$ cat src/hdl/random_segment_drift_generator_defines.svh
// ----------------------------------------------------------------------------
// Random segment drift generator - assertion macros
// Shared concurrent-check templates for the drift generator RTL.
// ----------------------------------------------------------------------------
`ifndef RANDOM_SEGMENT_DRIFT_GENERATOR_DEFINES_SVH
`define RANDOM_SEGMENT_DRIFT_GENERATOR_DEFINES_SVH

// Same-cycle implication, masked while reset is applied.
`define RSDG_ASSERT_NOW(label, clk, rst_n, ante, cons, msg) \
    label: assert property (@(posedge clk) disable iff (!rst_n) (ante) |-> (cons)) \
        else $error(msg);

// Next-cycle implication, masked while reset is applied.
`define RSDG_ASSERT_NEXT(label, clk, rst_n, ante, cons, msg) \
    label: assert property (@(posedge clk) disable iff (!rst_n) (ante) |=> (cons)) \
        else $error(msg);

`endif

$ cat src/hdl/rsdg_pkg.sv
// ----------------------------------------------------------------------------
// rsdg_pkg
// Widths, reset values and shared types of the random segment drift generator.
// ----------------------------------------------------------------------------
package rsdg_pkg;

    localparam int SAMPLE_RATE_DEF = 48000;

    localparam int FREQ_W     = 14;
    localparam int GAIN_W     = 16;
    localparam int RND_W      = 16;
    localparam int LVL_W      = 16;
    localparam int LEN_W      = 19;
    localparam int CFG_IDX_W  = 2;
    localparam int CFG_DATA_W = 16;

    localparam logic [LEN_W-1:0] LEN_MAX = {LEN_W{1'b1}};

    // Shared divider: 33-bit dividend covers the rounded slope numerator.
    localparam int DVD_W = 33;
    localparam int DSR_W = LEN_W;
    localparam int CNT_W = 6;

    // Slope in Q16: sign plus 33-bit magnitude.
    localparam int SLP_W = DVD_W + 1;

    localparam logic [FREQ_W-1:0] MAX_FREQ_RST = FREQ_W'(64);
    localparam logic [FREQ_W-1:0] MIN_FREQ_RST = FREQ_W'(32);
    localparam logic [GAIN_W-1:0] OUT_GAIN_RST = GAIN_W'(328);

    localparam logic OP_TICK    = 1'b0;
    localparam logic OP_RESTART = 1'b1;

    typedef enum logic [CFG_IDX_W-1:0] {
        CFG_MAX_FREQ = 2'd0,
        CFG_MIN_FREQ = 2'd1,
        CFG_OUT_GAIN = 2'd2
    } cfg_idx_t;

    typedef struct packed {
        logic busy;
        logic done;
    } div_stat_t;

endpackage

$ cat src/hdl/rsdg_divider.sv
// ----------------------------------------------------------------------------
// rsdg_divider
// Restoring serial divider, one quotient bit per cycle, shared by all divides.
// ----------------------------------------------------------------------------
module rsdg_divider
    import rsdg_pkg::*;
(
    input  logic             clk,
    input  logic             rst_n,
    input  logic             start,
    input  logic [DVD_W-1:0] dividend,
    input  logic [DSR_W-1:0] divisor,
    input  logic [CNT_W-1:0] steps,
    output div_stat_t        stat,
    output logic [DVD_W-1:0] quotient
);

    logic             busy_reg, busy_next;
    logic             done_reg, done_next;
    logic [CNT_W-1:0] cnt_reg, cnt_next;
    logic [DSR_W-1:0] rem_reg, rem_next;
    logic [DSR_W-1:0] dsr_reg, dsr_next;
    logic [DVD_W-1:0] dvd_reg, dvd_next;
    logic [DVD_W-1:0] quo_reg, quo_next;

    logic [DSR_W:0]   trial;
    logic [DSR_W:0]   trial_sub;
    logic             trial_ge;

    assign trial     = {rem_reg, dvd_reg[DVD_W-1]};
    assign trial_sub = trial - {1'b0, dsr_reg};
    assign trial_ge  = (trial >= {1'b0, dsr_reg});

    always_comb
    begin
        busy_next = busy_reg;
        done_next = 1'b0;
        cnt_next  = cnt_reg;
        rem_next  = rem_reg;
        dsr_next  = dsr_reg;
        dvd_next  = dvd_reg;
        quo_next  = quo_reg;
        if (start)
        begin
            busy_next = 1'b1;
            cnt_next  = steps;
            rem_next  = '0;
            dsr_next  = divisor;
            dvd_next  = dividend;
            quo_next  = '0;
        end
        else if (busy_reg)
        begin
            // remainder stays below the divisor, so the low bits hold it
            rem_next = trial_ge ? trial_sub[DSR_W-1:0] : trial[DSR_W-1:0];
            quo_next = {quo_reg[DVD_W-2:0], trial_ge};
            dvd_next = {dvd_reg[DVD_W-2:0], 1'b0};
            cnt_next = cnt_reg - CNT_W'(1);
            if (cnt_reg == CNT_W'(1))
            begin
                busy_next = 1'b0;
                done_next = 1'b1;
            end
        end
    end

    always_ff @(posedge clk or negedge rst_n)
    begin
        if (!rst_n)
        begin
            busy_reg <= 1'b0;
            done_reg <= 1'b0;
            cnt_reg  <= '0;
        end
        else
        begin
            busy_reg <= busy_next;
            done_reg <= done_next;
            cnt_reg  <= cnt_next;
        end
    end

    always_ff @(posedge clk)
    begin
        rem_reg <= rem_next;
        dsr_reg <= dsr_next;
        dvd_reg <= dvd_next;
        quo_reg <= quo_next;
    end

    assign stat.busy = busy_reg;
    assign stat.done = done_reg;
    assign quotient  = quo_reg;

endmodule

$ cat config.mk
export PLATFORM = sky130hd
export DESIGN_NAME = rsdg_divider
export DESIGN_NICKNAME = d
export VERILOG_FILES = /design/src/hdl/random_segment_drift_generator_defines.svh /design/src/hdl/rsdg_pkg.sv /design/src/hdl/rsdg_divider.sv
export SDC_FILE = /design/constraint.sdc
export NUM_CORES = 1
export LEC_CHECK = 0
export BUFFER_PORTS_ARGS = -buffer_cell sky130_fd_sc_hd__buf_2
export CELL_PAD_IN_SITES_DETAIL_PLACEMENT = 1
export CELL_PAD_IN_SITES_GLOBAL_PLACEMENT = 2
export CORE_ASPECT_RATIO = 0.8
export CORE_MARGIN = 2
export CORE_UTILIZATION = 39
export DETAILED_ROUTE_END_ITERATION = 12
export PLACE_DENSITY = 0.82
export SYNTH_ARGS = -nofsm -noshare
export SYNTH_HDL_FRONTEND = slang
export SYNTH_SLANG_ARGS = --single-unit
$ cat constraint.sdc
create_clock -name clk -period 4.3 [get_ports clk]
set_input_delay 0.86 -clock clk [delete_from_list [all_inputs] [get_ports clk]]
set_output_delay 0.86 -clock clk [all_outputs]
set_load 0.01 [all_outputs]
======== After elaboration in Yosys (flattened, before gate mapping) ========
Cells that the tools add are included.
word-level totals
  register bits ........................... 112
  bits in latches ......................... 0
  bits in read-only memories .............. 0
  output and inout bits ................... 35
  memory bits (writable) .................. 0
  bits of input ports ..................... 61
  logic and storage cells ................. 23
  memories ................................ 0
cells by class
  reduce and logical (&&, ||, !) cells .... 1
  shift-type cells ........................ 0
  $mul .................................... 0
  eq/ne operators ......................... 1
  add/subtract/negate cells ............... 2
  bitwise gates (word level) .............. 0
  order comparisons ....................... 1
  div/mod/pow operators ................... 0
  muxes and demuxes ....................... 11
operators with widths
  kind                   number
  $mux W33               2
  $ge A20 B19 Y1         1
  $mux W19               1
  $sub A19 B19 Y19       1
  $mux W6                2
  $eq A6 B1 Y1 const B   1
  $mux W1                6
  $sub A6 B1 Y6 const B  1
  $reduce_bool A2 Y1     1

======== Longest topological paths before layout ========
Gate-level depths: netlist of run 1.
  depth after elaboration ................. 4
  mapped depth ............................ 11
  gate-level depth less buffers ........... 10

======== Worst setup path after synthesis of run 1 ========
OpenSTA, ideal clock, no wires.
  kind .................................... reg2reg
  from .................................... register dsr_reg[0]
  to ...................................... register rem_reg[10]
  buffers on the path ..................... 1
  cell stages (with the launch flop) ...... 11
  clock period less this slack ............ 2.457 ns
  setup time .............................. 0.125 ns
  setup slack ............................. 1.843 ns
  data required time ...................... 4.175 ns
  data arrival time ....................... 2.332 ns
  path through ............................ edfxtp_1 > ha_1 > fa_1 > nand2b_1 > a21oi_1 > o211ai_1 > a221oi_2 > a2111oi_4 > buf_2 > a32oi_1 > o31ai_1
between the ends
  cells in the longest elaborated chain, start to end .. 2
  elaborated cells on any way between the ends .. 3
  those cells by class .................... 1 x add/sub; 1 x order compare; 1 x mux
ends and longest elaborated chain
  what                                                line                                    RTL
  from (decl)                                         rsdg_divider.sv:22                      logic [DSR_W-1:0] dsr_reg, dsr_next;
  from (signal assigned)                              rsdg_divider.sv:86                      dsr_reg <= dsr_next;
  $sub A19 B19 Y19 or $ge A20 B19 Y1 (tied branches)  rsdg_divider.sv:31, rsdg_divider.sv:32
  $mux W19 (*)                                        rsdg_divider.sv:55                      rem_next = trial_ge ? trial_sub[DSR_W-1:0] : trial[DSR_W-1:0];
  to (signal assigned)                                rsdg_divider.sv:85                      rem_reg <= rem_next;
  to (decl)                                           rsdg_divider.sv:21                      logic [DSR_W-1:0] rem_reg, rem_next;
Every way passes the cells marked *; elsewhere a longest branch is shown, timed or not.
A chain may end at the register's enable or synchronous reset.

======== Worst setup path in the final report of run 1 ========
  from .................................... register dvd_reg[32]
  to ...................................... register rem_reg[0]
between the ends
  cells in the longest elaborated chain, start to end .. 2
  elaborated cells on any way between the ends .. 3
  those cells by class .................... 1 x add/sub; 1 x order compare; 1 x mux
ends and longest elaborated chain
  what                                                line                                    RTL
  from (decl)                                         rsdg_divider.sv:23                      logic [DVD_W-1:0] dvd_reg, dvd_next;
  from (signal assigned)                              rsdg_divider.sv:87                      dvd_reg <= dvd_next;
  $sub A19 B19 Y19 or $ge A20 B19 Y1 (tied branches)  rsdg_divider.sv:31, rsdg_divider.sv:32
  $mux W19 (*)                                        rsdg_divider.sv:55
Marked as above.

==> results of run 1 <==
## synth_stat cells (all sizes together), types with 2 or more instances
library cell,count,area (sq um)
nor2,57,214
dfxtp,52,1040
edfxtp,52,1560
mux2i,39,390
mux2,33,372
inv,24,90.1
o21ai,23,115
ha,21,263
nand2,21,78.8
a21oi,19,103
clkbuf,16,61.3
xor2,14,123
buf,13,75.1
a211oi,8,60.1
a32oi,8,70.1
dfrtp,8,200
xnor2,7,61.3
nand2b,6,37.5
a31oi,5,31.3
a21o,4,30.0
nor3,4,20.0
o21a,4,30.0
o31ai,4,30.0
nand4,3,18.8
nor3b,3,22.5
o211ai,3,22.5
and2,2,12.5
and3b,2,17.5
nand3,2,10.0
nand3b,2,15.0
nor4,2,12.5
o21bai,2,15.0
o311ai,2,17.5
## cell families (layout without fill, tap and decap cells)
family	after synthesis	count (layout)
multiplexers	72	72
XOR/XNOR	21	21
buffers and inverters	53	140
AO/OA/AOI/OAI	88	88
flip-flops	112	112
AND/OR/NAND/NOR	110	110
adder cells (fa/ha/maj)	22	22
## routing by layer
| layer | up-vias | share of wire | global-route usage |
|---|---|---|---|
| li1 | 1876 | - | - |
| met1 | 1854 | 0.48 | 0.238 |
| met2 | 87 | 0.44 | 0.280 |
| met3 | 15 | 0.061 | 0.0521 |
| met4 | 0 | 0.018 | 0.0670 |
| met5 | - | 0 | 0 |
## stage by stage
| step | util | std cells | total power, mW | instance area [sq um] | hold WS [ps] |
|---|---|---|---|---|---|
| after floorplan | - | 478 | 1.57 | 5360 | 453 |
| after detailed placement | 0.442 | 729 | 1.69 | 5970 | 487 |
| after global routing | 0.465 | 745 | 2.67 | 6280 | 328 |
| after global placement | 0.442 | 729 | 1.67 | 5970 | 471 |
| final | 0.465 | 745 | 2.53 | 6280 | 328 |
| after CTS | 0.465 | 745 | 2.57 | 6280 | 322 |
## where the power goes
part,leakage [nW],total [mW],internal [mW],switching [mW]
logic,1.70,0.411,0.183,0.228
registers,1.05,1.25,1.21,0.0450
clock network,0.157,0.866,0.486,0.381
total,2.91,2.53,1.88,0.654
## critical path: stages, from the launching register on
cell and delay [ps]:
edfxtp_1 360, inv_1 80, ha_1 180, fa_1 220, nand2b_1 120, a21oi_1 130
o211ai_1 230, a221oi_2 110, a2111oi_4 670, buf_4 370, mux2_2 360, a211oi_1 230
## cell type report
cell class	count	area, sq um
flip-flops and latches	112	2800
clock buffers	14	298
repair buffers	100	515
multi-input cells	313	2330
fillers	1517	7220
well taps	180	225
inverters	24	90.1
clock inverters	2	17.5
## worst max path at each step
stage,depth (start not counted),slack (ps),start,endpoint
4_1_cts,11,1160,dvd_reg[32]$_DFFE_PP_,rem_reg[0]$_SDFFE_PP0P_
6_report,11,1140,dvd_reg[32]$_DFFE_PP_,rem_reg[0]$_SDFFE_PP0P_
5_1_grt,11,940,dvd_reg[32]$_DFFE_PP_,rem_reg[0]$_SDFFE_PP0P_
3_3_place_gp,11,1280,dvd_reg[32]$_DFFE_PP_,rem_reg[0]$_SDFFE_PP0P_
2_1_floorplan,10,1840,dsr_reg[0]$_DFFE_PP_,rem_reg[10]$_SDFFE_PP0P_
3_5_place_dp,11,1130,dvd_reg[32]$_DFFE_PP_,rem_reg[0]$_SDFFE_PP0P_
==> impl_metrics.toml, run 1 <==
[synthesis]
synth_edf_count = 52
syn_nets = 561
syn_inst = 478
synth_ff_type = "edfxtp_1"
yosysUniqueCellTypes = 52
async_flop_share = 0.0714
synth-simple-area-share = 0.0943
synth_top_family_by_area = "multiplexers"
postSynthAreaPerCell_sq_um = 11.2
synth_compound_area_frac = 0.112
synth_fa_ha_area_frac = 0.0527
synth_seq_cells = 112
synth.area.mux_share = 0.142
yosysWarnings = 0
synth_area_sq_um = 5360
ys_seq_area_frac = 0.523
synth_xor_area_frac = 0.0343

[power]
ir_drop_uv = 230
cellPowerDensity_nw_per_um2 = 403
leakagePower_nw = 2.91

[setup_path]
worstPathMaxFanout = 17
r2r_setup_slack_ps = 1140
critical_path_class = "reg -> reg"
cp-start-kind = "flop"
critPathRequiredTime_ps = 4570
r2r_cells = 11
rr_endpoint = "rem_reg[0]$_SDFFE_PP0P_"
r2r-start = "dvd_reg[32]$_DFFE_PP_"
critPathArrivalTime_ps = 3420
worstSetupEndpointType = "flop"

[sta]
finalSetupViolations = 0
setup_tns_ps = 0
fmax_ghz = 0.317
fin_skew_ps = 4.96
setup_ws_ps = 1140
slew_headroom = 0.326
finalCritPeriodShare = 0.734
hold_viol = 0
fin_crit_ps = 3160
tightest_slew_ps = 1010
rsz0062_at_grt = "no"
final_max_slew_viol_count = 0

[final_layout]
num_antenna_cells = 0
area_growth_pct = 17.2
final_cell_mix = "buf_2, nor2_1, edfxtp_1, dfxtp_1, mux2i_1"
drive_gt1_frac = 0.271
fin_nets = 643
final_common_cell = "buf_2"

[cts]
cts_repair_resize_count = 0
cts_setup_buffers = 0
clkSinkCount = 112
clk_pin_slew_worst_paths_ps = 70
cts_buffer_depth = 2
clock-root-buffer = "clkbuf_16"
cts_hold_buf = 0
cts_tree = "built"
numCtsBuffers = 9
clkLatencyLatePin_ps = 360
ctsHtreeMaxLevel = 3

[drt]
vias_per_cell = 5.14
drtIter0Drc = 210
drcViolationCount = 0
drtPass1Iterations = 4
drtAntennaViolNets = 0
vias = 3832
wl_mm = 12.2
wire_per_inst_um = 16.4

[global_route]
track_usage = 0.179
antenna_found_initial = 0
grt_pass1_wl_mm = 20.5
grt_overflow = 0
grt_max_degree = 51
grt_pass1_vias = 3995

[die]
rows = 38
dieArea_sq_um = 14700
initial_core_util = 0.397
ioPinCount = 96
die_h_um = 109
fp.dieW_um = 135
core_area_sq_um = 13500

[status]
status = "complete, no violations"

[place]
dp_slack_ps = 1130
portBuffers = 95
gp_congestion = 0.866
dp_hpwl_mm = 8.77

[run]
drv_cap = 0

[hold_path]
hp-class = "in -> async"
Note: power is estimated with default switching activity, not from simulation.
==> run 2, diff against run 1 <==
--- a/config.mk
+++ b/config.mk
@@ -5,14 +5,15 @@
 export SDC_FILE = /design/constraint.sdc
 export NUM_CORES = 1
 export LEC_CHECK = 0
+export ABC_AREA = 1
 export BUFFER_PORTS_ARGS = -buffer_cell sky130_fd_sc_hd__buf_2
 export CELL_PAD_IN_SITES_DETAIL_PLACEMENT = 1
 export CELL_PAD_IN_SITES_GLOBAL_PLACEMENT = 2
 export CORE_ASPECT_RATIO = 0.8
 export CORE_MARGIN = 2
-export CORE_UTILIZATION = 39
+export CORE_UTILIZATION = 30
 export DETAILED_ROUTE_END_ITERATION = 12
-export PLACE_DENSITY = 0.82
+export PLACE_DENSITY = 0.74
 export SYNTH_ARGS = -nofsm -noshare
 export SYNTH_HDL_FRONTEND = slang
 export SYNTH_SLANG_ARGS = --single-unit
==> constraint.sdc (replaced) <==
create_clock -name clk -period 2.8 [get_ports clk]
set_input_delay 0.56 -clock clk [delete_from_list [all_inputs] [get_ports clk]]
set_output_delay 0.56 -clock clk [all_outputs]
set_load 0.01 [all_outputs]
==> run 2 against run 1 <==
- clock power rose by 51%
- flip-flop and latch count did not move
- register-to-register slack got worse by 710 ps
- wire length rose by 28%
- setup slack got worse by 710 ps
- via count rose by 22%
- highest routed layer is now met5
- final area rose by 4.9%
- global-route usage fell by 1.3 points
- clock skew rose by 4.4 ps
- maximum frequency rose by 34%
- cell count rose by 37%
==> impl_metrics.toml, run 2 <==
[setup_path]
r2r_cells = 13
rr_endpoint = "rem_reg[14]$_SDFFE_PP0P_"
critPathRequiredTime_ps = 3090
critical_path_class = "reg -> reg"
critPathArrivalTime_ps = 2660
setup.worst_path.start = "dvd_reg[32]$_DFFE_PP_"
r2r-start = "dvd_reg[32]$_DFFE_PP_"
worstSetupEndpointType = "flop"
worstPathMaxFanout = 21
cp-start-kind = "flop"
r2r_setup_slack_ps = 440

[drt]
vias_per_cell = 4.59
vias = 4666
wire_per_inst_um = 15.4
drtAntennaViolNets = 0
drcViolationCount = 0
drtPass1Iterations = 4
wl_mm = 15.6
drtIter0Drc = 183

[synthesis]
yosysWarnings = 0
ys_top_cells_by_count = "nand2_1, inv_1, nand3_1"
synth_compound_area_frac = 0.0583
ys_seq_area_frac = 0.503
syn_nets = 773
synth_edf_count = 52
async_flop_share = 0.0714
synth_ff_type = "edfxtp_1"
synth_seq_cells = 112
synth-simple-area-share = 0.271
synth.area.mux_share = 0
synth_top_area_cell = "edfxtp_1"
yosysMostFrequentCell = "nand2_1"
synth_area_sq_um = 5580
postSynthAreaPerCell_sq_um = 8.08
synth_top_area_frac = 0.280
synth_top_family_by_area = "simple AND/OR/NAND/NOR gates"
ys_top_cells_by_area = "edfxtp_1, dfxtp_1, nand2_1"
synth_fa_ha_area_frac = 0.0507
synth_xor_area_frac = 0.0220
yosysUniqueCellTypes = 33
syn_inst = 690

[cts]
numCtsBuffers = 9
clkSinkCount = 112
cts_buffer_depth = 2
clk_pin_slew_worst_paths_ps = 80
clkLatencyLatePin_ps = 360
ctsHtreeMaxLevel = 3
cts_setup_buffers = 0
cts_tree = "built"
cts_repair_resize_count = 0
clock-root-buffer = "clkbuf_16"
cts_hold_buf = 0

[power]
power_frac_seq = 0.405
p_int_mw = 3.19
switching_share = 0.389
ir_drop_uv = 305
switchingPower_mw = 2.03
power_mw = 5.22
cellPowerDensity_nw_per_um2 = 792
combPwrFrac = 0.345
leakagePower_nw = 3.27
clkPwrFrac = 0.250

[global_route]
grt_pass1_wl_mm = 25.8
grt_max_degree = 59
grt_pass1_vias = 4997
antenna_found_initial = 3
grt_overflow = 0
track_usage = 0.166

[die]
initial_core_util = 0.307
dieArea_sq_um = 19700
core_area_sq_um = 18200
rows = 44
die_h_um = 126
fp.dieW_um = 156
ioPinCount = 96

[place]
portBuffers = 95
gp_congestion = 0.854
dpl_cell_area_sq_um = 6290
dp_hpwl_mm = 11.9

[final_layout]
fin_nets = 863
nFillCells = 2245
area_growth_pct = 18.2
final_cell_area_sq_um = 6590
final_cell_mix = "nand2_1, inv_1, buf_2"
final_common_cell = "nand2_1"
drive_gt1_frac = 0.182

[hold_path]
hp-class = "in -> async"

[status]
status = "complete, no violations"

[sta]
fin_skew_ps = 9.34
fin_crit_ps = 2360
finalCritPeriodShare = 0.843
final_max_slew_viol_count = 0
hold_viol = 0
setup_tns_ps = 0
fmax_ghz = 0.424
rsz0062_at_grt = "no"
finalSetupViolations = 0
slew_headroom = 0.740
tightest_slew_ps = 389

[run]
drv_cap = 0
## run 2: area by class of cell
class                   instances  area [sq um]  area share
repair buffers                102           541      0.0820
clock inverters                 7          72.6      0.0110
clock buffers                   9           225      0.0342
diodes                          2          5.00    0.000759
well taps                     230           288      0.0437
flip-flops and latches        112          2800       0.425
multi-input cells             444          2240       0.340
inverters                     111           417      0.0632
## run 2: cell families (layout without fill, tap and decap cells)
family                   after synthesis  count (layout)
AND/OR/NAND/NOR                      354             354
buffers and inverters                134             229
XOR/XNOR                              14              14
other                                  0               2
AO/OA/AOI/OAI                         54              54
adder cells (fa/ha/maj)               22              22
flip-flops                           112             112
## run 2: worst max-delay path by stage
stage                     slack [ps]  cells past startpoint                  endpoint
final                            440                     13  rem_reg[14]$_SDFFE_PP0P_
after global routing             170                     13  rem_reg[16]$_SDFFE_PP0P_
after floorplan                  260                      4  dvd_reg[0]$_SDFFCE_PN0P_
after CTS                        410                     13  rem_reg[14]$_SDFFE_PP0P_
after detailed placement         470                     12   rem_reg[6]$_SDFFE_PP0P_
after global placement           550                     12   rem_reg[7]$_SDFFE_PP0P_
## run 2: power groups by stage
| stage | Sequential, mW | Combinational, mW | Clock (mW) |
|---|---|---|---|
| floorplan | 2.09 | 1.34 | 0 |
| global placement | 2.14 | 1.76 | 0 |
| detailed placement | 2.15 | 1.80 | 0 |
| CTS | 2.12 | 1.81 | 1.36 |
| global route | 2.14 | 2.05 | 1.41 |
| finish | 2.11 | 1.80 | 1.31 |
## run 2: stage by stage
stage,hold WS [ps],setup WS (ps),instances,utilization
global placement,415,555,999,0.346
detailed placement,413,471,999,0.346
global route,28.2,171,1015,0.363
CTS,21.6,410,1015,0.363
floorplan,264,265,690,-
finish,32.5,439,1017,0.363
## run 2: critical path: stages (launching register included)
cell and delay (ps):
edfxtp_1 400, inv_1 80, ha_1 180, fa_1 290
inv_1 90, nand3_1 70, nand3_1 120, nand2_1 110
nand3_2 100, nand2_4 100, nand2_4 170, nor2_4 360
nand2_1 110, nand3_1 100
## run 2: per-layer routing
layer / routed length, um / GRT usage / part of all wire
met5: 7 / 0 / 0.00045
met4: 171 / 0.0399 / 0.011
met3: 1010 / 0.0575 / 0.065
met2: 6400 / 0.242 / 0.41
met1: 8050 / 0.237 / 0.51
==> run 3, diff against run 2 <==
--- a/config.mk
+++ b/config.mk
@@ -5,15 +5,15 @@
 export SDC_FILE = /design/constraint.sdc
 export NUM_CORES = 1
 export LEC_CHECK = 0
-export ABC_AREA = 1
+export ABC_AREA = 0
 export BUFFER_PORTS_ARGS = -buffer_cell sky130_fd_sc_hd__buf_2
 export CELL_PAD_IN_SITES_DETAIL_PLACEMENT = 1
 export CELL_PAD_IN_SITES_GLOBAL_PLACEMENT = 2
 export CORE_ASPECT_RATIO = 0.8
 export CORE_MARGIN = 2
-export CORE_UTILIZATION = 30
+export CORE_UTILIZATION = 33
 export DETAILED_ROUTE_END_ITERATION = 12
-export PLACE_DENSITY = 0.74
+export PLACE_DENSITY = 0.73
 export SYNTH_ARGS = -nofsm -noshare
 export SYNTH_HDL_FRONTEND = slang
 export SYNTH_SLANG_ARGS = --single-unit
==> constraint.sdc (replaced) <==
create_clock -name clk -period 2.15 [get_ports clk]
set_input_delay 0.43 -clock clk [delete_from_list [all_inputs] [get_ports clk]]
set_output_delay 0.43 -clock clk [all_outputs]
set_load 0.01 [all_outputs]
==> run 3 against run 2 <==
- the flow now finishes with violations (setup timing)
- critical path depth fell by 3
- cell count fell by 15%
- register-to-register slack got worse by 790 ps
- flip-flop and latch count did not move
- total power rose by 2.3%
- via count fell by 10%
- global-route usage rose by 0.24 points
- sequential share of layout area fell by 3.0 points
- setup slack got worse by 790 ps
==> impl_metrics.toml, run 3 (same netlist as run 1, synthesis figures left out) <==
[status]
status = "finished, violations left"
failed_checks = "setup timing"

[sta]
setup_ws_ps = -347
fin_crit_ps = 2500
tightest_slew_ps = 552
hold_viol = 0
fin_skew_ps = 10.3
finalCritPeriodShare = 1.16
rsz0062_at_grt = "yes"
slew_headroom = 0.632
final_max_slew_viol_count = 0
fmax_ghz = 0.400
finalSetupViolations = 20

[place]
dp_slack_ps = -484
placedCellCount = 844
gp_congestion = 0.822
dp_hpwl_mm = 10.4
portBuffers = 95
dpl_cell_area_sq_um = 6650

[final_layout]
finalNonFillerCells = 863
num_antenna_cells = 0
nFillCells = 1742
drive_gt1_frac = 0.395
final_cell_mix = "buf_2, buf_4, nor2_1"
final_common_cell = "buf_2"
area_growth_pct = 32.3
final_cell_area_sq_um = 7090
fin_nets = 726

[die]
die_h_um = 118
fp.dieW_um = 147
rows = 41
core_area_sq_um = 15900
ioPinCount = 96
dieArea_sq_um = 17300
initial_core_util = 0.338

[cts]
clock-root-buffer = "clkbuf_16"
clk_pin_slew_worst_paths_ps = 80
cts_tree = "built"
cts_buffer_depth = 2
numCtsBuffers = 9
ctsHtreeMaxLevel = 3
clkSinkCount = 112
clkLatencyLatePin_ps = 360

[drt]
vias_per_cell = 4.86
drcViolationCount = 0
wire_per_inst_um = 16.2
wl_mm = 14.0
vias = 4190
drtPass1Iterations = 4
drtIter0Drc = 163
drtAntennaViolNets = 0

[global_route]
grt_overflow = 0
antenna_found_initial = 0
grt_pass1_vias = 4481
track_usage = 0.169
grt_pass1_wl_mm = 23.2
grt_max_degree = 38

[power]
cellPowerDensity_nw_per_um2 = 753
switchingPower_mw = 1.51
ir_drop_uv = 346
combPwrFrac = 0.221
leakagePower_nw = 3.37
power_frac_seq = 0.468
power_mw = 5.34
p_int_mw = 3.83
switching_share = 0.283
clkPwrFrac = 0.311

[setup_path]
path_buf_inv = 1
cp-start-kind = "flop"
worstPathCellList = "ha_4, fa_2, nand2b_4, a21oi_4, o211ai_1, a221oi_2, a2111oi_4, buf_6, mux2_4, a211oi_2"
worstPathMaxFanout = 4
r2r-start = "dsr_reg[0]$_DFFE_PP_"
setup.worst_path.start = "dsr_reg[0]$_DFFE_PP_"
critical_path_class = "reg -> reg"
critPathRequiredTime_ps = 2420
crit_family = "compound AO/OA/AOI/OAI gates"
slowest_stage = "edfxtp_1"
cp_slowest_stage_delay_ps = 410
critPathArrivalTime_ps = 2770
worstSetupEndpointType = "flop"

[hold_path]
hp-class = "in -> reg"
hold_start = "divisor[4]"

[run]
drv_cap = 0
[run 3: layout make-up]
type	count	area, sq um	area share
multi-input combinational	313	2470	0.348
clock inverter	7	57.6	0.00811
sequential	112	2800	0.395
timing repair buffer	183	1180	0.166
tap	215	269	0.0379
clock buffer	9	225	0.0317
inverter	24	90.1	0.0127
[run 3: through the flow]
stage,TNS [ps],util,hold WS [ps]
after floorplan,-3410,-,134
after global placement,-5260,0.419,283
after detailed placement,-7730,0.419,293
after CTS,-5280,0.442,225
after global routing,-7340,0.448,228
final,-5410,0.448,239
[run 3: path summary, 6_finish.rpt]
| kind | endpoint | slack (ps) | cells after the start |
|---|---|---|---|
| hold / removal | dsr_reg[4]$_DFFE_PP_ | 240 | 1 |
| max in group asynchronous | busy_reg$_DFF_PN0_ | 1520 | 2 |
| hold reg to reg | quotient[32]$_SDFFE_PP0P_ | 500 | 2 |
| setup reg to reg | rem_reg[0]$_SDFFE_PP0P_ | -350 | 10 |
| setup / recovery | rem_reg[0]$_SDFFE_PP0P_ | -350 | 10 |
| min in group asynchronous | done_reg$_DFF_PN0_ | 440 | 2 |
[run 3: power by group through the flow]
stage	clock network, mW	registers [mW]	logic, mW
2_1_floorplan	0	2.52	0.629
3_3_place_gp	0	2.54	1.07
3_5_place_dp	0	2.55	1.10
4_1_cts	1.72	2.50	1.16
5_1_grt	1.80	2.52	1.30
6_report	1.66	2.50	1.18
[run 3: metal layers]
| layer | up-vias | GRT usage | part of all wire |
|---|---|---|---|
| met4 | 0 | 0.0449 | 0.012 |
| met5 | - | 0 | 0 |
| met1 | 2053 | 0.221 | 0.48 |
| met3 | 14 | 0.0438 | 0.040 |
| li1 | 2046 | - | - |
| met2 | 77 | 0.277 | 0.47 |
[run 3: timing repair]
action | CTS | global route
resized for setup | 20 | 13
hold buffers | 1 | 0
pin swaps | 5 | 9
endpoints found under the setup margin | 20 | 20
buffers inserted | 2 | 0
endpoints found under the hold margin | 8 | 0
